===== config.mk =====
export PLATFORM = sky130hd
export DESIGN_NAME = c3z_out_fifo_flat
export DESIGN_NICKNAME = d
export VERILOG_FILES = /design/src/c3z_pkg.sv /design/src/c3z_if.sv /design/src/c3z_out_fifo.sv /design/src/flat_wrapper.sv
export SDC_FILE = /design/constraint.sdc
export NUM_CORES = 1
export LEC_CHECK = 0
export BUFFER_PORTS_ARGS = -buffer_cell sky130_fd_sc_hd__buf_2
export CORE_UTILIZATION = 50
export CTS_CLUSTER_SIZE = 8
export DETAILED_ROUTE_END_ITERATION = 10
export PLACE_DENSITY_LB_ADDON = 0.2
export SLEW_MARGIN = 25
export SYNTH_ARGS = -nofsm -noshare
export SYNTH_HDL_FRONTEND = slang
export SYNTH_SLANG_ARGS = --single-unit

===== constraint.sdc =====
create_clock -name clk -period 7.1 [get_ports clk]
set_clock_uncertainty 0.1 [all_clocks]
set_input_delay 0.71 -clock clk [delete_from_list [all_inputs] [get_ports clk]]
set_output_delay 0.71 -clock clk [all_outputs]
set_load 0.03 [all_outputs]

===== src/c3z_pkg.sv =====
`timescale 1ns / 1ps
// Shared constants, types and register codes for the 3x3 zero-padded convolution.
// Used by the channel interfaces and by every module of the block.
package c3z_pkg;

	localparam int MAX_WIDTH = 1024;
	localparam int MAX_HEIGHT = 1024;
	localparam int PIXEL_BITS = 16;
	localparam int COEF_FRAC_BITS = 12;
	localparam int SIDE = 3;
	localparam int TAPS = SIDE * SIDE;

	localparam int DIM_W = 11;
	localparam int COL_W = $clog2(MAX_WIDTH);
	localparam int COEF_W = 16;
	localparam int CREG_W = SIDE * COEF_W;
	localparam int CFG_IDX_W = 3;
	localparam int CFG_DATA_W = CREG_W;

	localparam int PROD_W = PIXEL_BITS + COEF_W;
	localparam int RSUM_W = PROD_W + 2;
	localparam int ACC_W = PROD_W + 4;

	localparam int FIFO_DEPTH = 8;
	localparam int FIFO_AW = $clog2(FIFO_DEPTH);

	localparam logic [CFG_IDX_W-1:0] REG_WIDTH = 3'd0;
	localparam logic [CFG_IDX_W-1:0] REG_HEIGHT = 3'd1;
	localparam logic [CFG_IDX_W-1:0] REG_COEF_TOP = 3'd2;
	localparam logic [CFG_IDX_W-1:0] REG_COEF_MID = 3'd3;
	localparam logic [CFG_IDX_W-1:0] REG_COEF_BOT = 3'd4;

	localparam logic [DIM_W-1:0] RST_WIDTH = DIM_W'(MAX_WIDTH);
	localparam logic [DIM_W-1:0] RST_HEIGHT = DIM_W'(MAX_HEIGHT);
	localparam logic [CREG_W-1:0] RST_COEF_MID =
		CREG_W'(1 << (COEF_W + COEF_FRAC_BITS));

	localparam logic signed [ACC_W-1:0] ROUND_ADD =
		(COEF_FRAC_BITS > 0) ? ACC_W'(1 << ((COEF_FRAC_BITS > 0) ? COEF_FRAC_BITS - 1 : 0))
		: ACC_W'(0);
	localparam logic signed [ACC_W-1:0] SAT_HI = ACC_W'((1 << (PIXEL_BITS - 1)) - 1);
	localparam logic signed [ACC_W-1:0] SAT_LO = -SAT_HI - ACC_W'(1);

	typedef logic [PIXEL_BITS-1:0] pixel_t;
	typedef logic [TAPS-1:0][PIXEL_BITS-1:0] window_t;
	typedef logic [SIDE-1:0][CREG_W-1:0] coefs_t;

	typedef struct packed {
		logic prod;
		logic last;
		logic top_off;
		logic bottom_off;
		logic left_off;
		logic right_off;
	} tap_info_t;

	typedef struct packed {
		logic take;
		logic [COL_W-1:0] col;
		pixel_t newpix;
		tap_info_t info;
	} issue_t;

	typedef struct packed {
		pixel_t value;
		logic sat;
		logic last;
	} result_t;

endpackage


===== src/c3z_if.sv =====


interface c3z_out_if;
	logic valid;
	logic ready;
	logic [c3z_pkg::PIXEL_BITS-1:0] value;
	logic saturated;
	logic frame_last;

	modport source(output valid, output value, output saturated, output frame_last,
		input ready);
	modport sink(input valid, input value, input saturated, input frame_last,
		output ready);
endinterface



===== src/c3z_out_fifo.sv =====
`timescale 1ns / 1ps
// Result queue with credit count covering results still inside the pipeline.
// Depends on c3z_pkg for the result type and the queue depth.
module c3z_out_fifo (
	input logic clk,
	input logic arst_n,
	input logic reserve,
	input logic push,
	input c3z_pkg::result_t push_data,
	output logic room,
	c3z_out_if.source out
);

	localparam int AW = c3z_pkg::FIFO_AW;

	c3z_pkg::result_t mem [c3z_pkg::FIFO_DEPTH];
	logic [AW-1:0] wr_ptr_q;
	logic [AW-1:0] rd_ptr_q;
	logic [AW:0] cnt_q;
	logic [AW:0] occ_q;
	logic pop;

	assign pop = out.valid && out.ready;
	assign room = occ_q != (AW+1)'(c3z_pkg::FIFO_DEPTH);

	assign out.valid = cnt_q != '0;
	assign out.value = mem[rd_ptr_q].value;
	assign out.saturated = mem[rd_ptr_q].sat;
	assign out.frame_last = mem[rd_ptr_q].last;

	always_ff @(posedge clk) begin
		if (push) begin
			mem[wr_ptr_q] <= push_data;
		end
	end

	always_ff @(posedge clk or negedge arst_n) begin
		if (!arst_n) begin
			wr_ptr_q <= '0;
			rd_ptr_q <= '0;
			cnt_q <= '0;
			occ_q <= '0;
		end else begin
			if (push) begin
				wr_ptr_q <= AW'(wr_ptr_q + 1'b1);
			end
			if (pop) begin
				rd_ptr_q <= AW'(rd_ptr_q + 1'b1);
			end
			cnt_q <= (AW+1)'(cnt_q + (AW+1)'(push) - (AW+1)'(pop));
			occ_q <= (AW+1)'(occ_q + (AW+1)'(reserve) - (AW+1)'(pop));
		end
	end

endmodule


===== src/flat_wrapper.sv =====
// flat-port wrapper written by rule: the top's interface ports become plain ports
module c3z_out_fifo_flat 
  (clk, arst_n, reserve, push, push_data, room, out_valid, out_value, out_saturated, out_frame_last, out_ready);
  c3z_out_if out_i ();
  input logic clk;
  input logic arst_n;
  input logic reserve;
  input logic push;
  input c3z_pkg::result_t push_data;
  output logic room;
  output wire logic [$bits(out_i.valid)-1:0] out_valid;
  output wire logic [$bits(out_i.value)-1:0] out_value;
  output wire logic [$bits(out_i.saturated)-1:0] out_saturated;
  output wire logic [$bits(out_i.frame_last)-1:0] out_frame_last;
  input wire logic [$bits(out_i.ready)-1:0] out_ready;
  assign out_valid = out_i.valid;
  assign out_value = out_i.value;
  assign out_saturated = out_i.saturated;
  assign out_frame_last = out_i.frame_last;
  assign out_i.ready = out_ready;
  c3z_out_fifo u_core (.clk(clk), .arst_n(arst_n), .reserve(reserve), .push(push), .push_data(push_data), .room(room), .out(out_i));
endmodule

==> Word level (Yosys, flattened, before mapping) <==
Memories as Yosys holds them, arrays and structs flattened.
Index checks and enable logic that the tools add are counted.
{ "totals": {"register_bits": 14, "latchBits": 0, "ramBits": 144, "rom_bits": 0, "input_bits": 23, "output_inout_bits": 20, "memories": 1} }
{ "op_classes": {"add_sub_neg": 6, "n_mul": 0, "div_mod_pow": 0, "order_cmp": 0, "n_eq_ne": 1, "n_shift": 0, "mux": 2, "bitwise": 0, "n_reduce_logical": 2} }
{ "memory_table": {"columns": ["memory", "depth", "width", "rd", "rd_ports_with_merged_regs", "wr", "line", "rtl"], "rows": [
  ["u_core.mem", 8, 18, 1, 0, 1, "c3z_out_fifo.sv:16", "c3z_pkg::result_t mem [c3z_pkg::FIFO_DEPTH];"]
]} }
{ "ops": {"columns": ["op", "n"], "rows": [
  ["4-bit by 1-bit adder with 4-bit output", 2],
  ["4-bit by 1-bit subtractor with 4-bit output", 2],
  ["3-bit by 1-bit adder with 3-bit output, second input constant", 2],
  ["4-bit inequality test, second input constant", 1],
  ["4-bit nonzero test", 1],
  ["1-bit two-way mux", 2],
  ["1-bit logical AND", 1]
]} }

==> Logic depth before layout (Yosys ltp) <==
Gate-level depths: netlist of run 1.
{ "logic_depth": {"depth_word": 3, "depth_mapped": 9} }

==> Least setup slack after synthesis of run 1 <==
OpenSTA, ideal clock, no wires.
{ "synth_path": {"path_type": "input to register", "startpoint": "in push", "endpoint": "mem u_core.mem[0][0] (netlist name), enable pin", "t_arrival_ns": 2.072, "setup_slack_ns": 4.512, "cell_stages": 2, "n_path_buf": 0, "path_cell_list": "nand2b_1 nor3_1"} }
{ "synth_between": {"elab_chain_len": 2} }
{ "synth_lines": {"columns": ["element", "line", "rtl"], "rows": [
  ["start, declared", "flat_wrapper.sv:8", "input logic push;"],
  ["1-bit two-way mux", "c3z_out_fifo.sv:32", "if (push) begin"],
  ["1-bit two-way mux (implied by the code)", "c3z_out_fifo.sv:33", "mem[wr_ptr_q] <= push_data;"],
  ["end, declared", "c3z_out_fifo.sv:16", null]
]} }
No other way between the ends.

==> Worst setup path after layout of run 1 <==
{ "layout_path": {"startpoint": "reg u_core.rd_ptr_q[0]", "endpoint": "out out_value[3]"} }
{ "layout_between": {"elab_chain_len": 1} }
{ "layout_lines": {"columns": ["element", "line", "rtl"], "rows": [
  ["start, declared", "c3z_out_fifo.sv:18", "logic [AW-1:0] rd_ptr_q;"],
  ["start signal, assigned", "c3z_out_fifo.sv:48", "rd_ptr_q <= AW'(rd_ptr_q + 1'b1);"],
  ["memory read 8 x 18 bit", null, null],
  ["end, declared", "flat_wrapper.sv:12", "output wire logic [$bits(out_i.value)-1:0] out_value;"]
]} }
No other way between the ends.

==> impl_metrics.toml, run 1 <==
[cells_and_area]
syn_to_final_growth_pct = 16.5
antenna_cells = 0
stdcell_count = 520
fillers = 867
drive_gt1_share_pct = 33.8
layout_common_cells = "144 x edfxtp_1, 42 x buf_2, 26 x mux4_1"
final_nets = 374
fin_area_um2 = 7330
final_common_cell = "edfxtp_1"
final_core_util_pct = 60.2

[grt]
grt_first_pass_wirelength_mm = 16.1
grt_util_all_layers_pct = 17.8
antenna_found_initial = 0
grt_max_degree = 30
overflow = 0
first_global_vias = 2865

[sta]
setup_viol = 0
whs_ns = 0.0894
slew-limit-headroom_pct = 47.0
period_share_pct = 47.4
slew_viol_final = 0
period_minus_slack_ns = 3.37
tightest_slew_ns = 0.793
setup_tns_ns = 0
hold_viol = 0
rsz0062_at_grt = "false"
clock.fmax_mhz = 297

[critical_path]
start_kind = "flop"
crit_path_max_fanout = 29
reg2reg_to = "u_core.occ_q[2]"
cp_slowest_cell = "mux4_1"
path_buf_inv = 2
r2r_setup_slack_ns = 4.70
cp_data_required_time_ns = 6.29
cp.arrival_ns = 2.56
crit_path_end_kind = "output port"
path_cells = "buf_4 -> mux4_1 -> mux2_2 -> buf_2"
reg2reg_depth = 8
reg2reg_from = "u_core.cnt_q[2]"
crit_type = "flop to output port"
max_stage_delay_ns = 0.63
critPathTopFamily = "multiplexers"

[outcome]
outcome = "complete, no violations"

[synth]
yosysTopAreaCell = "edfxtp_1"
postSynthCellCount = 278
ys_top_cells_by_area = "edfxtp_1 69%, mux4_1 11%, dfrtp_1 5.6%, mux2_2 3.6%, mux4_2 3.6%"
seq_area_frac_synth_pct = 74.3
syn_avg_cell_area_um2 = 22.6
synth_flop_cell = "edfxtp_1"
async_flop_share_pct = 8.86
synth_edf_count = 144
syn_area_um2 = 6290
ys_seq_elements = 158
synth_fp_nets = 313
yosysWarnings = 0
yosysUniqueCellTypes = 24
yosysTopAreaCellShare_pct = 68.7

[cts]
ctsHoldBuffers = 0
root_buffer = "clkbuf_16"
cts_sinks = 158
clock_latency_ns = 0.41
htree_levels = 4
cts_buffers = 17
cts_tree = "done"
clock_path_buffers = 2
clkTransAtPathRegs_ns = 0.06
cts_setup_buffers = 0
cts_resized = 0

[power_and_ir_drop]
powerDensity_nw_per_um2 = 432
leakage_nw = 2.60
peakVddDrop_v = 0.000249

[die]
core_area_um2 = 12200
die_x_um = 114
die_h_um = 114
io_pins = 43
dieArea_um2 = 13000
fp-row-count = 40
initial_core_util_pct = 51.7

[place]
dpl.hpwl_mm = 5.99
gp_congestion = 0.698
place_area_um2 = 6730
port_buffers = 42
placed_cells = 488

[worst_hold_path]
hp-class = "input pin to async pin"

[job]
cap_violations = 0

[detailed_routing]
drt_first_pass_iters = 4
drt_iter0_drc = 86
vias = 2792
wl_mm = 10.5
wire_per_inst_um = 20.1
antenna_left = 0
avgViaCountPerCell = 5.37
drc_errors = 0
-- cell families (layout without fill, tap and decap cells) --
family / Yosys count / in the layout / synth area share (%)
AND/OR/NAND/NOR: 21 / 21 / 1.65
adder cells (fa/ha/maj): 12 / 12 / 2.63
XOR/XNOR: 9 / 9 / 1.25
AO/OA/AOI/OAI: 4 / 4 / 0.398
buffers and inverters: 17 / 91 / 1.57
flip-flops: 158 / 158 / 74.3
multiplexers: 57 / 57 / 18.2
-- worst max-delay path by stage --
stage / start / endpoint / slack [ns] / cells past startpoint
detailed placement: u_core.rd_ptr_q[0] / out_value[3] / 4.12 / 4
finish: u_core.rd_ptr_q[0] / out_value[3] / 3.73 / 4
CTS: u_core.rd_ptr_q[0] / out_value[3] / 3.66 / 4
global placement: u_core.rd_ptr_q[0] / out_value[3] / 4.13 / 4
global route: u_core.rd_ptr_q[0] / out_value[3] / 3.59 / 4
floorplan: push / u_core.mem[0][0] / 4.51 / 2
-- state kept, by name, indices dropped and copies added (netlist names) --
| signal | cells |
|---|---|
| u_core.cnt_q | 4 |
| u_core.mem | 144 |
| u_core.occ_q | 4 |
| u_core.rd_ptr_q | 3 |
| u_core.wr_ptr_q | 3 |
-- where the power goes --
part	internal (W)	switching (W)	total [W]	leakage [nW]
clock	0.000552	0.000348	0.000900	0.287
combinational	0.000441	0.000526	0.000967	0.844
sequential	0.00119	0.000109	0.00130	1.47
total	0.00218	0.000983	0.00316	2.60
-- metrics by stage --
step                      worst slack (ns)  power (W)
after floorplan                       4.51    0.00205
after global placement                4.13    0.00228
after detailed placement              4.12    0.00231
after CTS                             3.66    0.00321
after global routing                  3.59    0.00332
final                                 3.73    0.00316
-- layout make-up --
class / instances / area (um2) / area share (%)
flip-flops and latches: 158 / 4680 / 63.8
repair buffers: 52 / 285 / 3.89
well taps: 168 / 210 / 2.87
clock buffers: 18 / 429 / 5.86
inverters: 7 / 26.3 / 0.359
clock inverters: 14 / 166 / 2.27
multi-input cells: 103 / 1530 / 20.9
-- routing by layer --
metal	up-vias	global-route usage [%]	wire length, um
met5	-	0	0
li1	1279	-	-
met1	1443	23.2	4650
met2	58	28.4	5240
met4	0	8.31	174
met3	12	4.61	397
-- synthesized netlist by cell type, types with 3 or more instances --
cell / number
mux4_2: 10
mux2_2: 20
edfxtp_1: 144
buf_2: 4
nor2_1: 7
xor2_1: 3
inv_1: 7
dfrtp_1: 14
ha_1: 10
nand2b_1: 3
buf_6: 4
xnor2_1: 6
nand2_1: 4
mux4_1: 26
(Power assumes the default switching activity.)
==> inputs of run 2 (changes only) <==
clock period = 3 ns   (was 7.1 ns; I/O delays follow)
==> run 2 against run 1 <==
Combinational power increased to 2.6 times the previous value. Final area increased by 0.12%. Worst hold slack got worse by 0.068 ns. Cell count increased by 1.3%. Total power increased by 130%. Non-clock buffer count increased by 8. Clock power increased by 110%. Register-to-register slack got worse by 4.0 ns. Global-route usage increased by 0.46 points. Via count increased by 0.93%. Critical path depth unchanged. Sequential power increased by 130%. Critical endpoint is now out_value[1]. Largest power group unchanged.
==> impl_metrics.toml, run 2 (synthesis results as in run 1) <==
[power_and_ir_drop]
p_clk_share_pct = 26.1
powerDensity_nw_per_um2 = 1000
p_seq_share_pct = 40.2
power_w = 0.00735
power_switching_w = 0.00233
leakage_nw = 2.61
switching_share_pct = 31.7
power.internal_w = 0.00502
combPwrFrac_pct = 33.7
peakVddDrop_v = 0.000532

[cells_and_area]
syn_to_final_growth_pct = 16.6
drive_gt1_share_pct = 34.8
antenna_cells = 0
layout_common_cells = "144 x edfxtp_1, 42 x buf_2, 26 x mux4_1"
multi_input_area_um2 = 1530
final_nets = 382
regArea_um2 = 4680
largest_reg_flops = 144
fillers = 889
final_common_cell = "edfxtp_1"
reg_top3 = "u_core.mem (144), u_core.cnt_q (4), u_core.occ_q (4)"
top_register = "u_core.mem"

[sta]
tightest_slew_ns = 0.610
slew_viol_final = 0
period_share_pct = 86.9
rsz0062_at_grt = "false"
clock.fmax_mhz = 384
setup_tns_ns = 0
hold_viol = 0
slew-limit-headroom_pct = 59.3
period_minus_slack_ns = 2.61
setup_viol = 0

[cts]
cts_setup_buffers = 0
htree_levels = 4
clkTransAtPathRegs_ns = 0.06
cts_buffers = 17
root_buffer = "clkbuf_16"
cts_tree = "done"
cts_resized = 0
clock_path_buffers = 2
clock_latency_ns = 0.42
cts_sinks = 158

[detailed_routing]
antenna_left = 0
avgViaCountPerCell = 5.35
dr_wl_met3_um = 443
drt-met1-wl_mm = 4.66
top_layer_used = "met4"
drt_iter0_drc = 213
drc_errors = 0
dr_wl_met2_mm = 5.47
wire_per_inst_um = 20.3
wl_mm = 10.7
vias = 2818
drt_first_pass_iters = 5

[place]
gp_congestion = 0.706
port_buffers = 42
dpl.hpwl_mm = 6.52

[critical_path]
cp_data_required_time_ns = 2.60
crit_path_max_fanout = 20
reg2reg_from = "u_core.cnt_q[2]"
crit_path_start = "u_core.rd_ptr_q[0]"
r2r_setup_slack_ns = 0.66
start_kind = "flop"
crit_type = "flop to output port"
cp.arrival_ns = 2.21
crit_path_end_kind = "output port"

[grt]
grt_first_pass_wirelength_mm = 16.3
overflow = 0
first_global_vias = 2934
antenna_found_initial = 0
grt_max_degree = 21
grt_util_all_layers_pct = 18.3

[job]
cap_violations = 0

[die]
io_pins = 43
die_h_um = 114
die_x_um = 114
core_area_um2 = 12200
dieArea_um2 = 13000
initial_core_util_pct = 51.7
fp-row-count = 40

[outcome]
outcome = "complete, no violations"

[worst_hold_path]
hp-class = "input pin to flop"
hp-start = "reserve"
run 2: cell count changes in the layout (fill, tap and decap cells not counted), sizes merged:
cell and delta:
clkinvlp +3, buf +7, bufinv -2, inv -2, dlygate4sd3 +1
run 2: worst paths after layout:
| kind | to | depth (start not counted) |
|---|---|---|
| setup / recovery | out_value[1] | 4 |
| hold / removal | u_core.occ_q[0] | 2 |
| setup reg to reg | u_core.occ_q[2] | 8 |
| hold reg to reg | u_core.wr_ptr_q[1] | 1 |
| max in group asynchronous | u_core.rd_ptr_q[0] | 2 |
| min in group asynchronous | u_core.occ_q[0] | 2 |
run 2: timing repair:
item,4_1_cts,5_1_grt
endpoints found under the hold margin,14,0
hold buffers,1,0
endpoints found under the setup margin,0,0
run 2: routing by layer:
layer | vias up | global-route usage (%)
met3 | 11 | 6.35
met1 | 1450 | 22.5
met2 | 65 | 29.8
met5 | - | 0
met4 | 0 | 7.53
li1 | 1292 | -
run 2: power groups by stage:
stage                     Sequential, W  Combinational [W]  Clock, W
after global routing            0.00299            0.00269   0.00205
after detailed placement        0.00300            0.00253         0
after floorplan                 0.00294            0.00192         0
after CTS                       0.00296            0.00254   0.00196
final                           0.00295            0.00248   0.00192
after global placement          0.00298            0.00249         0
run 2: per-stage QoR:
step	cell area, um2	hold WS, ns	std cells	setup slack (ns)	util, %
final	7330	0.0219	527	0.393	60.3
after global routing	7330	0.00732	527	0.303	60.3
after CTS	7330	0.00267	527	0.368	60.3
after detailed placement	6790	0.111	495	0.647	55.9
after global placement	6790	0.110	495	0.740	55.9
after floorplan	6290	-0.0956	278	0.643	-
run 2: worst max-delay path, cell delays in order (launching register included):
cell and delay [ns]:
dfrtp_2 0.35, buf_4 0.34, mux4_1 0.63, mux2_2 0.28, buf_2 0.18
run 2: area by class of cell:
class / instances / area share, %
flip-flops and latches: 158 / 63.7
multi-input cells: 103 / 20.9
clock buffers: 18 / 5.85
repair buffers: 60 / 4.91
well taps: 168 / 2.87
clock inverters: 13 / 1.38
inverters: 7 / 0.358
==> inputs of run 3 (changes only) <==
BUFFER_PORTS_ARGS = default   (was -buffer_cell sky130_fd_sc_hd__buf_2)
DONT_BUFFER_PORTS = 1   (was default)
MAX_ROUTING_LAYER = met4   (was default)
==> run 3 against run 2 <==
Critical path type unchanged. First-iteration DRC count increased by 6.1%. Worst hold slack improved by 0.044 ns. Global-route usage up 0.36 points. Fmax grew 3.3%. Critical path depth down 1. Flip-flop and latch count is the same. Non-clock buffer count shrank 21.
==> impl_metrics.toml, run 3 (synthesis results as in run 1) <==
[die]
core_area_um2 = 12200
fp-row-count = 40
die_h_um = 114
die_x_um = 114
io_pins = 43
dieArea_um2 = 13000
initial_core_util_pct = 51.7

[sta]
tightest_slew_ns = 0.653
whs_ns = 0.0662
slew_viol_final = 0
setup_tns_ns = 0
period_minus_slack_ns = 2.52
hold_viol = 0
clock.fmax_mhz = 396
setup_viol = 0
rsz0062_at_grt = "false"
period_share_pct = 84.1
slew-limit-headroom_pct = 56.3

[detailed_routing]
wire_per_inst_um = 20.8
vias = 2742
drt_first_pass_iters = 5
drc_errors = 0
avgViaCountPerCell = 5.41
antenna_left = 0
wl_mm = 10.5
drt_iter0_drc = 226

[grt]
grt_util_all_layers_pct = 18.7
grt_max_degree = 21
first_global_vias = 2856
antenna_found_initial = 0
overflow = 0
grt_first_pass_wirelength_mm = 16.3

[place]
port_buffers = 0
dpl.hpwl_mm = 6.24
gp_congestion = 0.734

[cts]
cts_buffers = 17
cts_tree = "done"
clkTransAtPathRegs_ns = 0.06
clock_latency_ns = 0.42
htree_levels = 4
cts_resized = 0
root_buffer = "clkbuf_16"
ctsHoldBuffers = 22
clock_path_buffers = 2
cts_sinks = 158
cts_setup_buffers = 0

[job]
cap_violations = 0

[cells_and_area]
antenna_cells = 0
layout_common_cells = "144 x edfxtp_1, 26 x mux4_1, 22 x dlygate4sd3_1"
final_nets = 361
final_common_cell = "edfxtp_1"
largest_reg_flops = 144
drive_gt1_share_pct = 24.8
syn_to_final_growth_pct = 17.0
top_register = "u_core.mem"
reg_top3 = "u_core.mem (144), u_core.cnt_q (4), u_core.occ_q (4)"

[critical_path]
cp.arrival_ns = 2.12
crit_path_end_kind = "output port"
cp_data_required_time_ns = 2.60
reg2reg_depth = 8
start_kind = "flop"
crit_type = "flop to output port"
crit_path_max_fanout = 20

[power_and_ir_drop]
powerDensity_nw_per_um2 = 996
peakVddDrop_v = 0.000555
leakage_nw = 2.56

[worst_hold_path]
hp-class = "input pin to flop"
holdPathStages = 2

[outcome]
outcome = "complete, no violations"
-- run 3: worst max-delay path, cell delays in order, from the launching register on --
cell and delay [ns]:
dfrtp_2 0.35, buf_4 0.34, mux4_1 0.64, mux2_2 0.37
-- run 3: final timing paths --
kind / slack [ns] / end / startpoint
worst max-delay path: 0.48 / out_value[15] / u_core.rd_ptr_q[0]
worst min-delay path: 0.07 / u_core.cnt_q[0] / out_ready
worst max register to register: 0.54 / u_core.occ_q[2] / u_core.cnt_q[2]
worst min register to register: 0.46 / u_core.occ_q[3] / u_core.occ_q[3]
max in group asynchronous: 2.09 / u_core.rd_ptr_q[0] / arst_n
min in group asynchronous: 0.24 / u_core.wr_ptr_q[1] / arst_n
-- run 3: metrics by stage --
stage / instance area, um2 / worst slack (ns) / util (%) / std cells / power, W
finish: 7360 / 0.477 / 60.5 / 507 / 0.00733
CTS: 7360 / 0.444 / 60.5 / 507 / 0.00743
detailed placement: 6570 / 0.521 / 54.0 / 453 / 0.00532
global route: 7360 / 0.364 / 60.5 / 507 / 0.00768
floorplan: 6290 / 0.643 / - / 278 / 0.00486
global placement: 6570 / 0.584 / 54.0 / 453 / 0.00527
-- run 3: area by class of cell --
cell class	instances	area, um2
clock inverters	14	139
well taps	168	210
repair buffers	39	348
clock buffers	18	429
flip-flops and latches	158	4680
fillers	861	4800
inverters	7	26.3
multi-input cells	103	1530
-- run 3: metal layers --
layer  GRT usage, %  up-vias  routed length, um
li1               -     1255                  -
met1           23.7     1403               4670
met2           28.4       70               5180
met3           5.13       14                495
met4           8.23        0                187
met5              -        -                  0
-- run 3: power by group --
part	total, W	switching, W	internal [W]
clock	0.00205	0.000832	0.00122
sequential	0.00295	0.000136	0.00281
combinational	0.00233	0.00136	0.000967
