<file path="src/c3z_pkg.sv">
`timescale 1ns / 1ps
// Shared constants, types and register codes for the 3x3 zero-padded convolution.
// Used by the channel interfaces and by every module of the block.
package c3z_pkg;

	localparam int MAX_WIDTH = 1024;
	localparam int MAX_HEIGHT = 1024;
	localparam int PIXEL_BITS = 16;
	localparam int COEF_FRAC_BITS = 12;
	localparam int SIDE = 3;
	localparam int TAPS = SIDE * SIDE;

	localparam int DIM_W = 11;
	localparam int COL_W = $clog2(MAX_WIDTH);
	localparam int COEF_W = 16;
	localparam int CREG_W = SIDE * COEF_W;
	localparam int CFG_IDX_W = 3;
	localparam int CFG_DATA_W = CREG_W;

	localparam int PROD_W = PIXEL_BITS + COEF_W;
	localparam int RSUM_W = PROD_W + 2;
	localparam int ACC_W = PROD_W + 4;

	localparam int FIFO_DEPTH = 8;
	localparam int FIFO_AW = $clog2(FIFO_DEPTH);

	localparam logic [CFG_IDX_W-1:0] REG_WIDTH = 3'd0;
	localparam logic [CFG_IDX_W-1:0] REG_HEIGHT = 3'd1;
	localparam logic [CFG_IDX_W-1:0] REG_COEF_TOP = 3'd2;
	localparam logic [CFG_IDX_W-1:0] REG_COEF_MID = 3'd3;
	localparam logic [CFG_IDX_W-1:0] REG_COEF_BOT = 3'd4;

	localparam logic [DIM_W-1:0] RST_WIDTH = DIM_W'(MAX_WIDTH);
	localparam logic [DIM_W-1:0] RST_HEIGHT = DIM_W'(MAX_HEIGHT);
	localparam logic [CREG_W-1:0] RST_COEF_MID =
		CREG_W'(1 << (COEF_W + COEF_FRAC_BITS));

	localparam logic signed [ACC_W-1:0] ROUND_ADD =
		(COEF_FRAC_BITS > 0) ? ACC_W'(1 << ((COEF_FRAC_BITS > 0) ? COEF_FRAC_BITS - 1 : 0))
		: ACC_W'(0);
	localparam logic signed [ACC_W-1:0] SAT_HI = ACC_W'((1 << (PIXEL_BITS - 1)) - 1);
	localparam logic signed [ACC_W-1:0] SAT_LO = -SAT_HI - ACC_W'(1);

	typedef logic [PIXEL_BITS-1:0] pixel_t;
	typedef logic [TAPS-1:0][PIXEL_BITS-1:0] window_t;
	typedef logic [SIDE-1:0][CREG_W-1:0] coefs_t;

	typedef struct packed {
		logic prod;
		logic last;
		logic top_off;
		logic bottom_off;
		logic left_off;
		logic right_off;
	} tap_info_t;

	typedef struct packed {
		logic take;
		logic [COL_W-1:0] col;
		pixel_t newpix;
		tap_info_t info;
	} issue_t;

	typedef struct packed {
		pixel_t value;
		logic sat;
		logic last;
	} result_t;

endpackage

</file>
<file path="src/c3z_if.sv">


interface c3z_cfg_if;
	logic valid;
	logic ready;
	logic [c3z_pkg::CFG_IDX_W-1:0] index;
	logic [c3z_pkg::CFG_DATA_W-1:0] data;

	modport source(output valid, output index, output data, input ready);
	modport sink(input valid, input index, input data, output ready);
endinterface

</file>
<file path="src/c3z_ctrl.sv">
`timescale 1ns / 1ps
// Configuration registers and stream position counters of the convolution.
// Decides per transaction whether it produces a result and issues the line access.
module c3z_ctrl (
	input logic clk,
	input logic arst_n,
	c3z_cfg_if.sink cfg,
	input logic accept,
	input logic func,
	input logic [c3z_pkg::PIXEL_BITS-1:0] pixel,
	output c3z_pkg::issue_t issue,
	output c3z_pkg::coefs_t coefs
);

	localparam int DW = c3z_pkg::DIM_W;
	localparam int CLW = c3z_pkg::COL_W;

	logic [DW-1:0] width_q;
	logic [DW-1:0] height_q;
	logic [c3z_pkg::CREG_W-1:0] coef_top_q;
	logic [c3z_pkg::CREG_W-1:0] coef_mid_q;
	logic [c3z_pkg::CREG_W-1:0] coef_bot_q;
	logic [CLW-1:0] in_col_q;
	logic [DW-1:0] in_row_q;
	logic [CLW-1:0] out_col_q;
	logic [DW-1:0] out_row_q;

	logic cfg_we;
	logic inputs_done;
	logic take;
	logic started;
	logic prod;
	logic last;
	logic in_wrap;
	logic out_wrap;

	function automatic logic [DW-1:0] clamp_dim(input logic [DW-1:0] v,
		input logic [DW-1:0] hi);
		logic [DW-1:0] r;
		r = v;
		if (v == '0) begin
			r = DW'(1);
		end else if (v > hi) begin
			r = hi;
		end
		return r;
	endfunction

	assign cfg.ready = 1'b1;
	assign cfg_we = cfg.valid && cfg.ready;

	assign inputs_done = in_row_q >= height_q;
	assign take = accept && !(func && !inputs_done);
	assign started = (in_row_q > DW'(1)) || ((in_row_q == DW'(1)) && (in_col_q != '0));
	assign prod = take && started && (out_row_q < height_q);
	assign last = (out_row_q == DW'(height_q - DW'(1)))
		&& (DW'(out_col_q) == DW'(width_q - DW'(1)));
	assign in_wrap = DW'(DW'(in_col_q) + DW'(1)) >= width_q;
	assign out_wrap = DW'(DW'(out_col_q) + DW'(1)) >= width_q;

	always_comb begin
		issue.take = take;
		issue.col = in_col_q;
		issue.newpix = inputs_done ? '0 : pixel;
		issue.info.prod = prod;
		issue.info.last = last;
		issue.info.top_off = out_row_q == '0;
		issue.info.bottom_off = DW'(out_row_q + DW'(1)) >= height_q;
		issue.info.left_off = out_col_q == '0;
		issue.info.right_off = out_wrap;
	end

	assign coefs = {coef_bot_q, coef_mid_q, coef_top_q};

	always_ff @(posedge clk or negedge arst_n) begin
		if (!arst_n) begin
			width_q <= c3z_pkg::RST_WIDTH;
			height_q <= c3z_pkg::RST_HEIGHT;
			coef_top_q <= '0;
			coef_mid_q <= c3z_pkg::RST_COEF_MID;
			coef_bot_q <= '0;
		end else if (cfg_we) begin
			case (cfg.index)
				c3z_pkg::REG_WIDTH: begin
					width_q <= clamp_dim(cfg.data[DW-1:0], DW'(c3z_pkg::MAX_WIDTH));
				end
				c3z_pkg::REG_HEIGHT: begin
					height_q <= clamp_dim(cfg.data[DW-1:0], DW'(c3z_pkg::MAX_HEIGHT));
				end
				c3z_pkg::REG_COEF_TOP: begin
					coef_top_q <= cfg.data[c3z_pkg::CREG_W-1:0];
				end
				c3z_pkg::REG_COEF_MID: begin
					coef_mid_q <= cfg.data[c3z_pkg::CREG_W-1:0];
				end
				c3z_pkg::REG_COEF_BOT: begin
					coef_bot_q <= cfg.data[c3z_pkg::CREG_W-1:0];
				end
				default: begin
				end
			endcase
		end
	end

	always_ff @(posedge clk or negedge arst_n) begin
		if (!arst_n) begin
			in_col_q <= '0;
			in_row_q <= '0;
			out_col_q <= '0;
			out_row_q <= '0;
		end else if (cfg_we && ((cfg.index == c3z_pkg::REG_WIDTH)
			|| (cfg.index == c3z_pkg::REG_HEIGHT))) begin
			in_col_q <= '0;
			in_row_q <= '0;
			out_col_q <= '0;
			out_row_q <= '0;
		end else if (take) begin
			if (prod && last) begin
				in_col_q <= '0;
				in_row_q <= '0;
				out_col_q <= '0;
				out_row_q <= '0;
			end else begin
				if (prod) begin
					if (out_wrap) begin
						out_col_q <= '0;
						out_row_q <= DW'(out_row_q + DW'(1));
					end else begin
						out_col_q <= CLW'(out_col_q + 1'b1);
					end
				end
				if (in_wrap) begin
					in_col_q <= '0;
					in_row_q <= DW'(in_row_q + DW'(1));
				end else begin
					in_col_q <= CLW'(in_col_q + 1'b1);
				end
			end
		end
	end

endmodule

</file>
<file path="src/flat_wrapper.sv">
// flat-port wrapper written by rule: the top's interface ports become plain ports
module c3z_ctrl_flat 
  (clk, arst_n, accept, func, pixel, issue, coefs, cfg_valid, cfg_index, cfg_data, cfg_ready);
  c3z_cfg_if cfg_i ();
  input logic clk;
  input logic arst_n;
  input logic accept;
  input logic func;
  input logic [c3z_pkg::PIXEL_BITS-1:0] pixel;
  output c3z_pkg::issue_t issue;
  output c3z_pkg::coefs_t coefs;
  input wire logic [$bits(cfg_i.valid)-1:0] cfg_valid;
  input wire logic [$bits(cfg_i.index)-1:0] cfg_index;
  input wire logic [$bits(cfg_i.data)-1:0] cfg_data;
  output wire logic [$bits(cfg_i.ready)-1:0] cfg_ready;
  assign cfg_i.valid = cfg_valid;
  assign cfg_i.index = cfg_index;
  assign cfg_i.data = cfg_data;
  assign cfg_ready = cfg_i.ready;
  c3z_ctrl u_core (.clk(clk), .arst_n(arst_n), .cfg(cfg_i), .accept(accept), .func(func), .pixel(pixel), .issue(issue), .coefs(coefs));
endmodule
</file>
<file path="config.mk">
export PLATFORM = sky130hd
export DESIGN_NAME = c3z_ctrl_flat
export DESIGN_NICKNAME = d
export VERILOG_FILES = /design/src/c3z_pkg.sv /design/src/c3z_if.sv /design/src/c3z_ctrl.sv /design/src/flat_wrapper.sv
export SDC_FILE = /design/constraint.sdc
export NUM_CORES = 1
export LEC_CHECK = 0
export BUFFER_PORTS_ARGS = -buffer_cell sky130_fd_sc_hd__buf_2
export CAP_MARGIN = 20
export CORE_UTILIZATION = 50
export CTS_CLUSTER_SIZE = 20
export DETAILED_ROUTE_END_ITERATION = 8
export HOLD_SLACK_MARGIN = 0.06
export PLACE_DENSITY = 0.75
export SLEW_MARGIN = 25
export SYNTH_ARGS = -nofsm -noshare
export SYNTH_HDL_FRONTEND = slang
export SYNTH_SLANG_ARGS = --single-unit
</file>
<file path="constraint.sdc">
create_clock -name clk -period 4.15 [get_ports clk]
set_clock_uncertainty 0.05 [all_clocks]
set_input_delay 0.83 -clock clk [delete_from_list [all_inputs] [get_ports clk]]
set_output_delay 0.83 -clock clk [all_outputs]
set_load 0.05 [all_outputs]
</file>
# Yosys cells after proc, flatten, opt, wreduce, memory -nomap -nowiden
# Cells that the tools add are included.
[word_totals]
ff_bits = 208
mem_bits_rw = 0
word_cells = 81
output_inout_bits = 178
latch_bits = 0
mem_count = 0
input_bits = 72
mem_bits_ro = 0
[op_classes]
bitwise_logic = 0
reduce_logical = 29
n_addsub = 8
order_cmp = 7
n_mux = 21
n_shift = 0
n_div = 0
multipliers = 0
eq_ne = 7
[op_table]
columns = ["cell", "n"]
rows = [
  ["$mux 11", 11],
  ["$mux 10", 9],
  ["$ge 11x11->1", 4],
  ["$add 10x1->11 const B", 2],
  ["$add 11x1->11 const B", 2],
  ["$logic_not 11->1", 2],
  ["$sub 11x1->11 const B", 2],
  ["$add 10x1->10 const B", 2],
  ["$mux 16", 1],
  ["$reduce_and 2->1", 7],
  ["$eq 10x11->1", 1],
  ["$eq 11x1->1 const B", 1],
  ["$eq 11x11->1", 1],
  ["$gt 11x1->1 const B", 1],
  ["$gt 11x11->1 const B", 1],
  ["$lt 11x11->1", 1],
  ["$logic_not 10->1", 1],
  ["$reduce_bool 10->1", 1],
  ["$reduce_bool 3->1", 3],
  ["$logic_and 1x1->1", 8],
  ["$eq 3x2->1 const B", 2],
  ["$eq 3x1->1 const B", 1],
  ["$eq 3x3->1 const B", 1],
  ["$logic_not 3->1", 1],
  ["other kinds (4)", 6],
]

# Depth between registers and ports, before layout
# Gate-level depths: netlist of run 1.
[depth]
ltp_word = 11
ltp_mapped = 16

# Worst setup path before layout of run 1
# OpenSTA, ideal clock, no wires.
[synth_path]
path_kind = "flip-flop to output port"
start = "reg u_core.out_col_q[2]"
end = "out issue[0] in the netlist's numbering"
path_slack_ps = 269
arrival_time_ps = 3001
n_path_buf = 3
path_stages_with_launch = 14
cell_sequence = "dfrtp_1 clkbuf_1 and3_1 and3_1 and3_1 xnor2_1 inv_1 ha_1 or4_1 a221oi_1 o21ai_0 o22a_1 clkbuf_1 buf_4"
[synth_via]
elab_chain_len = 2
[synth_rtl]
columns = ["item", "line_no", "source"]
rows = [
  ["start: declaration", "c3z_ctrl.sv:25", "logic [CLW-1:0] out_col_q;"],
  ["start signal: assignment", "c3z_ctrl.sv:129", "out_col_q <= CLW'(out_col_q + 1'b1);"],
  ["$add 10x1->11", "c3z_ctrl.sv:59", "assign out_wrap = DW'(DW'(out_col_q) + DW'(1)) >= width_q;"],
  ["$ge 11x11->1", "c3z_ctrl.sv:59", ""],
  ["end: declaration", "flat_wrapper.sv:10", "output c3z_pkg::issue_t issue;"],
]
# No other way between the ends.

==> impl_metrics.toml, run 1 <==
[floorplan]
coreArea_sq_um = 21200
start_util = 0.515
die_x_microns = 150
fp-row-count = 53
dieArea_sq_um = 22500
pin_count = 250
die_h_microns = 150

[final_layout]
n_fill_cell = 1663
postLayoutCoreUtil = 0.634
final_nets = 1369
fin_cells = 1525
drive_above_1_share = 0.402
diodes = 0
synthToLayoutAreaGrowth_pct = 23.2

[synth]
synth_top_area_cell = "dfrtp_1"
ys_ff_latch = 208
ys_seq_area_frac = 0.477
synth_cells = 978
syn-num-nets = 1115
yosys-top-cells-area = "dfrtp_1 (47%), mux2_2 (15%), ha_1 (7.4%)"
synth_top_flop_cell = "dfrtp_1"
yosys.area.top_type_share = 0.469
synthDistinctLibCells = 69
synth_edf_count = 0
netlist_area_sq_um = 10900
avgSynthCellArea_sq_um = 11.2
yosys_warnings = 0
async_flop_share = 1.00

[grt]
use_met3 = 0.0680
grt_pass1_wl_microns = 44900
overflow = 0
use_met2 = 0.414
grt_pass1_vias = 8668
gr-max-usage-layer = "met2"
grt_use_met1 = 0.323
grt_max_degree = 84
antenna_found_initial = 0
grt_util_all_layers = 0.252

[sta]
max_freq_mhz = 247
setup-violations-final = 0
post-route-period-util = 0.974
worst_slack_ns = 0.109
hold_ws_ns = 0.306
worst_slew_pin_slew_ns = 0.948
finalCriticalPeriod_ns = 4.04
hold_viol_final = 0
finalMaxSlewViolations = 0
tns_ns = 0
slew_headroom = 0.367

[placed_design]
gp_congestion = 0.944
pre_cts_ws_ns = 0.346
dp.cells = 1473
dp_hpwl_microns = 20400
placement.io_buffers = 248

[hold_path]
hold_class = "in -> async"

[routing]
wl_per_cell_microns = 18.4
vias = 8487
drt_pass1_iterations = 6
drt-initial-drc-count = 490
antenna_left = 0
drt-vias-per-instance = 5.57
detail_route.drc_violations = 0
drt_wl_total_microns = 28100

[setup_path]
path_class = "reg -> out"
start_kind = "register"
arrival_ns = 3.16
cp_max_fo = 4
cp.required_ns = 3.27
end_kind = "output port"

[clocking]
cts_tree = "built"
numCtsBuffers = 24
cts-root-buf = "clkbuf_16"
clkTransAtPathRegs_ns = 0.06
htreeDepth = 1
cts_buffer_depth = 3
clkSinkCount = 208
hold_buffers = 0
clkLatencyLatePin_ns = 0.53

[status]
outcome = "finished clean"

[run]
maxCapViolCount = 0

[power]
max-vdd-ir-drop_uv = 525
p_leak_nw = 6.45
power_density_nw_per_um2 = 654
final cells by class:
cell class,instances,area (sq um),area share
Timing Repair Buffer,273,1460,0.109
Clock buffer,29,629,0.0468
Inverter,56,210,0.0156
Multi-Input combinational cell,669,5380,0.400
Tap cell,275,344,0.0256
Sequential cell,208,5220,0.388
Clock inverter,15,214,0.0159
worst max-delay path, cell delays in order, from the launching register on:
cell and delay [ns]:
dfrtp_2 0.41, ha_2 0.21, and3_4 0.19, and3_1 0.20
xnor2_2 0.14, inv_1 0.06, ha_1 0.20, or4_4 0.52
a221oi_2 0.16, o21ai_1 0.10, o22a_2 0.27, buf_6 0.17
flip-flops by register name, summed over array words and instances (netlist names):
register and flops:
u_core.in_row_q 11, u_core.coef_top_q 48, u_core.height_q 11, u_core.in_col_q 10, u_core.coef_mid_q 48, u_core.width_q 11
u_core.coef_bot_q 48, u_core.out_row_q 11, u_core.out_col_q 10
per-stage QoR:
| stage | area [sq um] | power, mW |
|---|---|---|
| after CTS | 13400 | 8.81 |
| after detailed placement | 12500 | 6.51 |
| after global routing | 13500 | 9.24 |
| after global placement | 12500 | 6.42 |
| final | 13500 | 8.81 |
| after floorplan | 10900 | 5.54 |
worst paths after layout:
path / start / end / slack [ns] / depth (start not counted)
hold / removal: arst_n / u_core.in_row_q[9]$_DFFE_PN0P_ / 0.31 / 1
setup / recovery: u_core.out_col_q[0]$_DFFE_PN0P_ / issue[0] / 0.11 / 11
max in group asynchronous: arst_n / u_core.coef_bot_q[6]$_DFFE_PN0P_ / 2.88 / 2
min in group clk: u_core.coef_bot_q[10]$_DFFE_PN0P_ / u_core.coef_bot_q[10]$_DFFE_PN0P_ / 0.45 / 1
hold reg to reg: u_core.coef_bot_q[10]$_DFFE_PN0P_ / u_core.coef_bot_q[10]$_DFFE_PN0P_ / 0.45 / 1
setup reg to reg: u_core.in_col_q[0]$_DFFE_PN0P_ / u_core.in_col_q[6]$_DFFE_PN0P_ / 0.60 / 12
power by group:
group | switching, mW | leakage (nW) | internal, mW
sequential | 0.347 | 2.56 | 2.46
combinational | 2.60 | 3.48 | 1.18
clock | 0.883 | 0.400 | 1.34
total | 3.83 | 6.45 | 4.98
kinds of logic (layout without fill, tap and decap cells):
family / count (synthesis) / count (layout) / share of synthesized area
buffers and inverters: 101 / 373 / 0.0385
AND/OR/NAND/NOR: 263 / 263 / 0.131
adder cells (fa/ha/maj): 65 / 65 / 0.0744
other: 1 / 1 / 0.000343
XOR/XNOR: 53 / 53 / 0.0425
AO/OA/AOI/OAI: 138 / 138 / 0.0838
flip-flops: 208 / 208 / 0.477
multiplexers: 149 / 149 / 0.153
placed cells by master (no fill, tap or decap), types with 5 or more instances in the layout:
cell type	Yosys	routed
a31oi_1	13	12
inv_1	55	55
nand2b_1	20	20
and3_1	15	14
buf_4	6	24
o22ai_1	12	12
nand4_1	9	9
mux2_2	148	148
o21ai_0	45	43
and2_1	16	16
or3_1	5	5
nor4_1	15	15
nor3_1	19	18
xor2_1	24	24
a21o_1	9	9
buf_2	3	244
ha_1	65	63
nor2_1	27	27
nand2_1	72	71
nand3_1	34	34
clkinv_2	0	5
a21oi_1	18	17
dfrtp_1	205	195
clkbuf_16	0	24
xnor2_1	29	27
a41oi_1	7	7
dfrtp_2	0	10
synthesized netlist by cell type (20+ instances only):
| cell type | n |
|---|---|
| dfrtp_1 | 205 |
| mux2_2 | 148 |
| nand2_1 | 72 |
| ha_1 | 65 |
| inv_1 | 55 |
| o21ai_0 | 45 |
| nand3_1 | 34 |
| clkbuf_1 | 29 |
| xnor2_1 | 29 |
| nor2_1 | 27 |
| xor2_1 | 24 |
| nand2b_1 | 20 |
repair_timing:
action                                  4_1_cts  5_1_grt
setup buffers                                 5        3
resized for setup                            11       18
pin swaps                                     2        2
endpoints found under the setup margin        2        4
per-layer routing:
metal	vias up	wire, microns
met5	-	0
met4	0	784
met2	310	13400
met1	4122	11700
met3	61	2240
li1	3994	-
No activity file was read; power rests on OpenSTA's default activity.
==> inputs of run 2 (changes only) <==
--- a/constraint.sdc
+++ b/constraint.sdc
@@ -3,3 +3,3 @@
 set_input_delay 0.83 -clock clk [delete_from_list [all_inputs] [get_ports clk]]
 set_output_delay 0.83 -clock clk [all_outputs]
-set_load 0.05 [all_outputs]
+set_load 0.02 [all_outputs]
==> run 2 against run 1 <==
Hold slack better by 0.022 ns. Clock-buffer cell count is 3 higher. Largest cell class unchanged. Wire length rose by 0.31%. Power decreased by 7.6%. Critical path type unchanged. Register-to-register slack worse by 0.11 ns. Highest routed layer unchanged. Global-route usage barely moved. Critical path depth stayed put. Via count hardly changed.
==> impl_metrics.toml, run 2 (synthesis gave the netlist of run 1 again) <==
[status]
outcome = "finished clean"

[sta]
tns_ns = 0
finalMaxSlewViolations = 0
worst_slack_ns = 0.0273
max_freq_mhz = 243
post-route-period-util = 0.993
worst_slew_pin_slew_ns = 0.881
hold_viol_final = 0
setup-violations-final = 0
rsz0062_at_grt = "true"
finalCriticalPeriod_ns = 4.12
slew_headroom = 0.412

[floorplan]
dieArea_sq_um = 22500
coreArea_sq_um = 21200
fp-row-count = 53
start_util = 0.515
die_h_microns = 150
die_x_microns = 150
pin_count = 250

[placed_design]
pre_cts_ws_ns = 0.400
dp_hpwl_microns = 20700
gp_congestion = 0.901
placement.io_buffers = 248

[final_layout]
layout_commonest_cell = "buf_2"
final_nets = 1369
final_cell_mix = "buf_2 (247), dfrtp_1 (199), mux2_2 (148)"
drive_above_1_share = 0.395
reg.largest.list = "u_core.coef_bot_q x48, u_core.coef_mid_q x48, u_core.coef_top_q x48"
diodes = 0
synthToLayoutAreaGrowth_pct = 23.6

[routing]
detail_route.drc_violations = 0
antenna_left = 0
drt_pass1_iterations = 5
drt-initial-drc-count = 399
drt-vias-per-instance = 5.56
wl_per_cell_microns = 18.5
vias = 8485
drt_wl_total_microns = 28200

[clocking]
cts_buffer_depth = 3
clkLatencyLatePin_ns = 0.51
cts-root-buf = "clkbuf_16"
clkSinkCount = 208
clkTransAtPathRegs_ns = 0.06
numCtsBuffers = 24
htreeDepth = 1
hold_buffers = 0
cts_tree = "built"

[power]
finalPower_mw = 8.14
max-vdd-ir-drop_uv = 480
power_density_nw_per_um2 = 603
p_leak_nw = 6.50

[setup_path]
end_kind = "output port"
cp_max_fo = 5
start_kind = "register"
cp.required_ns = 3.27
path_class = "reg -> out"
arrival_ns = 3.24

[grt]
grt_util_all_layers = 0.252
grt_max_degree = 101
grt_pass1_wl_microns = 44800
overflow = 0
grt_pass1_vias = 8548
antenna_found_initial = 0

[run]
maxCapViolCount = 0

[hold_path]
hold_class = "in -> async"
-- run 2: critical path: stages, from the launching register on --
cell and delay, ns:
dfrtp_2 0.44, and3_1 0.22, and3_1 0.22, and3_1 0.22
xnor2_2 0.14, inv_1 0.06, ha_1 0.18, or4_1 0.49
a221oi_1 0.19, o21ai_0 0.12, o22a_1 0.26, buf_2 0.18
-- run 2: routing by layer --
| layer | GRT usage | routed length, microns | vias to the layer above |
|---|---|---|---|
| li1 | - | - | 4004 |
| met5 | 0 | 0 | - |
| met3 | 0.0744 | 2230 | 46 |
| met1 | 0.320 | 11700 | 4157 |
| met4 | 0.0677 | 664 | 0 |
| met2 | 0.419 | 13600 | 278 |
-- run 2: worst paths after layout --
check | start | to | slack (ns) | cells after the start
max | u_core.out_col_q[4]$_DFFE_PN0P_ | issue[0] | 0.03 | 11
min | arst_n | u_core.in_row_q[7]$_DFFE_PN0P_ | 0.33 | 1
max reg2reg | u_core.in_col_q[0]$_DFFE_PN0P_ | u_core.in_col_q[2]$_DFFE_PN0P_ | 0.49 | 12
min reg2reg | u_core.coef_mid_q[13]$_DFFE_PN0P_ | u_core.coef_mid_q[13]$_DFFE_PN0P_ | 0.45 | 1
max in group asynchronous | arst_n | u_core.height_q[0]$_DFFE_PN0P_ | 2.83 | 2
min in group clk | u_core.coef_mid_q[13]$_DFFE_PN0P_ | u_core.coef_mid_q[13]$_DFFE_PN0P_ | 0.45 | 1
-- run 2: layout make-up --
class | instances | area (sq um)
Fill cell | 1718 | 7710
Multi-Input combinational cell | 669 | 5360
Sequential cell | 208 | 5220
Timing Repair Buffer | 273 | 1460
Clock buffer | 32 | 692
Tap cell | 275 | 344
Clock inverter | 12 | 224
Inverter | 56 | 210
-- run 2: repair_timing --
item                       in CTS  in global routing
setup endpoints to repair       2                  4
gates resized for setup         4                 11
pin swaps                       0                  1
buffers inserted                0                 13
-- run 2: where the power goes --
| group | leakage, nW | switching (mW) | internal (mW) | total, mW |
|---|---|---|---|---|
| clock network | 0.446 | 0.868 | 1.55 | 2.42 |
| registers | 2.57 | 0.380 | 2.46 | 2.84 |
| logic | 3.49 | 1.69 | 1.20 | 2.89 |
| total | 6.50 | 2.94 | 5.20 | 8.14 |
-- run 2: stage by stage --
step | hold slack, ns | util | instance area (sq um) | cells
after detailed placement | 0.438 | 0.587 | 12400 | 1468
after global placement | 0.433 | 0.587 | 12400 | 1468
after global routing | 0.413 | 0.637 | 13500 | 1525
after CTS | 0.403 | 0.630 | 13400 | 1512
after floorplan | 0.453 | - | 10900 | 978
final | 0.328 | 0.637 | 13500 | 1525
==> inputs of run 3 (changes only) <==
- BUFFER_PORTS_ARGS: -buffer_cell sky130_fd_sc_hd__buf_2 -> not set
- CTS_BUF_LIST: not set -> sky130_fd_sc_hd__clkbuf_4
- DONT_BUFFER_PORTS: not set -> 1
- PLACE_DENSITY: 0.75 -> not set
- SLEW_MARGIN: 25 -> 0
==> run 3 against run 2 <==
The run now ends with negative hold slack left. Die area did not move. Non-clock buffer count shrank 241. Maximum frequency up 2.2%. Critical endpoint unchanged. Hold slack worse by 0.53 ns. Critical path type unchanged. Sequential share of layout area grew 4.2 points.
==> impl_metrics.toml, run 3 (synthesis gave the netlist of run 1 again) <==
[grt]
antenna_found_initial = 1
grt_pass1_wl_microns = 41900
grt_pass1_vias = 7758
overflow = 0
grt_util_all_layers = 0.240
grt_max_degree = 209

[routing]
antenna_left = 0
drt_pass1_iterations = 4
drt-initial-drc-count = 476
vias = 7555
wl_per_cell_microns = 19.8
drt_wl_total_microns = 26600
drt-vias-per-instance = 5.63
detail_route.drc_violations = 0

[clocking]
clkSinkCount = 208
clkLatencyLatePin_ns = 0.68
cts-root-buf = "clkbuf_4"
cts_tree = "built"
numCtsBuffers = 54
cts_buffer_depth = 3
htreeDepth = 2
clkTransAtPathRegs_ns = 0.07

[sta]
worst_slew_pin_slew_ns = 1.10
worst_slack_ns = 0.117
tns_ns = 0
finalMaxSlewViolations = 0
max_freq_mhz = 248
post-route-period-util = 0.972
slew_headroom = 0.259
finalCriticalPeriod_ns = 4.03
setup-violations-final = 0
hold_ws_ns = -0.203
hold_viol_final = 205

[final_layout]
synthToLayoutAreaGrowth_pct = 11.4
drive_above_1_share = 0.298
final_cell_mix = "dfrtp_1 (197), mux2_2 (148), clkbuf_4 (86)"
final_nets = 1159
regArea_sq_um = 5220
reg.largest.list = "u_core.coef_bot_q x48, u_core.coef_mid_q x48, u_core.coef_top_q x48"
layout_commonest_cell = "dfrtp_1"
n_fill_cell = 1853
multi_input_area_sq_um = 5450
fin_cells = 1343

[power]
power_density_nw_per_um2 = 583
finalPower_mw = 7.10
switching_share = 0.393
comb_power_share = 0.277
p_leak_nw = 5.47
intPower_mw = 4.31
clock_power_share = 0.256
power_frac_seq = 0.467
max-vdd-ir-drop_uv = 356
p_switching_mw = 2.79

[setup_path]
cp.required_ns = 3.27
arrival_ns = 3.15
cp_max_fo = 7
end_kind = "output port"
reg2regPathDepth = 12
rrSetupSlack_ns = 0.44
path_class = "reg -> out"
r2r-start = "u_core.in_col_q[0]$_DFFE_PN0P_"
start_kind = "register"
rr_endpoint = "u_core.in_col_q[6]$_DFFE_PN0P_"

[hold_path]
hold_class = "in -> async"

[floorplan]
pin_count = 250
fp-row-count = 53
die_x_microns = 150
die_h_microns = 150
dieArea_sq_um = 22500
start_util = 0.515
coreArea_sq_um = 21200

[placed_design]
dp_hpwl_microns = 18700
pre_cts_ws_ns = 0.349
gp_congestion = 0.880
dp.cells = 1221
placement.io_buffers = 0

[status]
outcome = "complete, but fails checks"
violations = "negative hold slack"

[run]
maxCapViolCount = 0
==> run 3: cell count changes in the layout (fill, tap and decap cells not counted), moves of 3 or more <==
cell / before / now
clkbuf_4: 0 / 86
bufinv_16: 6 / 0
and3_4: 0 / 3
inv_1: 54 / 51
clkbuf_1: 3 / 0
and3_1: 15 / 12
buf_2: 247 / 0
buf_4: 23 / 31
clkinv_1: 1 / 13
clkbuf_16: 25 / 0
clkbuf_8: 5 / 0
==> run 3: final cells by class <==
cell class | count | share of cell area
Clock buffer | 85 | 0.0524
Multi-Input combinational cell | 670 | 0.447
Timing Repair Buffer | 32 | 0.0197
Tap cell | 275 | 0.0282
Antenna cell | 1 | 0.000205
Inverter | 56 | 0.0175
Clock inverter | 16 | 0.00637
Sequential cell | 208 | 0.428
==> run 3: per-layer routing <==
layer,up-vias,global-route usage,wire length [microns]
li1,3612,-,-
met1,3656,0.309,11200
met2,245,0.370,12200
met3,42,0.0936,2690
met4,0,0.0732,482
met5,-,0,0
==> run 3: through the flow <==
step / utilization / cell area (sq um) / hold slack (ns)
6_report: 0.574 / 12200 / -0.203
5_1_grt: 0.574 / 12200 / -0.262
4_1_cts: 0.567 / 12000 / -0.261
3_5_place_dp: 0.527 / 11200 / 0.487
3_3_place_gp: 0.527 / 11200 / 0.480
2_1_floorplan: - / 10900 / 0.453
==> run 3: power groups by stage <==
stage | registers (mW) | logic, mW | clock network (mW)
floorplan | 3.18 | 1.47 | 0
global placement | 3.36 | 1.77 | 0
detailed placement | 3.36 | 1.81 | 0
CTS | 3.33 | 1.91 | 1.88
global route | 3.38 | 2.19 | 1.98
finish | 3.32 | 1.97 | 1.82
==> run 3: worst max path at each step <==
| stage | startpoint | to | slack, ns | cells past startpoint |
|---|---|---|---|---|
| after global routing | u_core.out_col_q[1]$_DFFE_PN0P_ | issue[0] | -0.03 | 10 |
| after floorplan | u_core.out_col_q[2]$_DFFE_PN0P_ | issue[0] | 0.30 | 13 |
| after detailed placement | u_core.out_row_q[2]$_DFFE_PN0P_ | issue[2] | 0.35 | 10 |
| after global placement | u_core.out_row_q[2]$_DFFE_PN0P_ | issue[2] | 0.34 | 10 |
| after CTS | u_core.out_row_q[1]$_DFFE_PN0P_ | issue[2] | 0.03 | 11 |
| final | u_core.out_col_q[1]$_DFFE_PN0P_ | issue[0] | 0.12 | 10 |
==> run 3: critical path, cell delays in order (launching register included) <==
cell and delay (ns):
dfrtp_1 0.41, ha_4 0.19, and3_4 0.18, and3_4 0.18, xnor2_2 0.14, inv_1 0.06, ha_1 0.18, or4_1 0.51
a221oi_2 0.20, o21ai_2 0.11, o22a_4 0.31
==> run 3: repair_timing <==
action | in CTS | in global routing
pin swaps | 2 | 6
resized for setup | 18 | 19
setup buffers | 7 | 10
gates cloned | 1 | 0
setup endpoints to repair | 3 | 4
hold endpoints to repair | 208 | 208
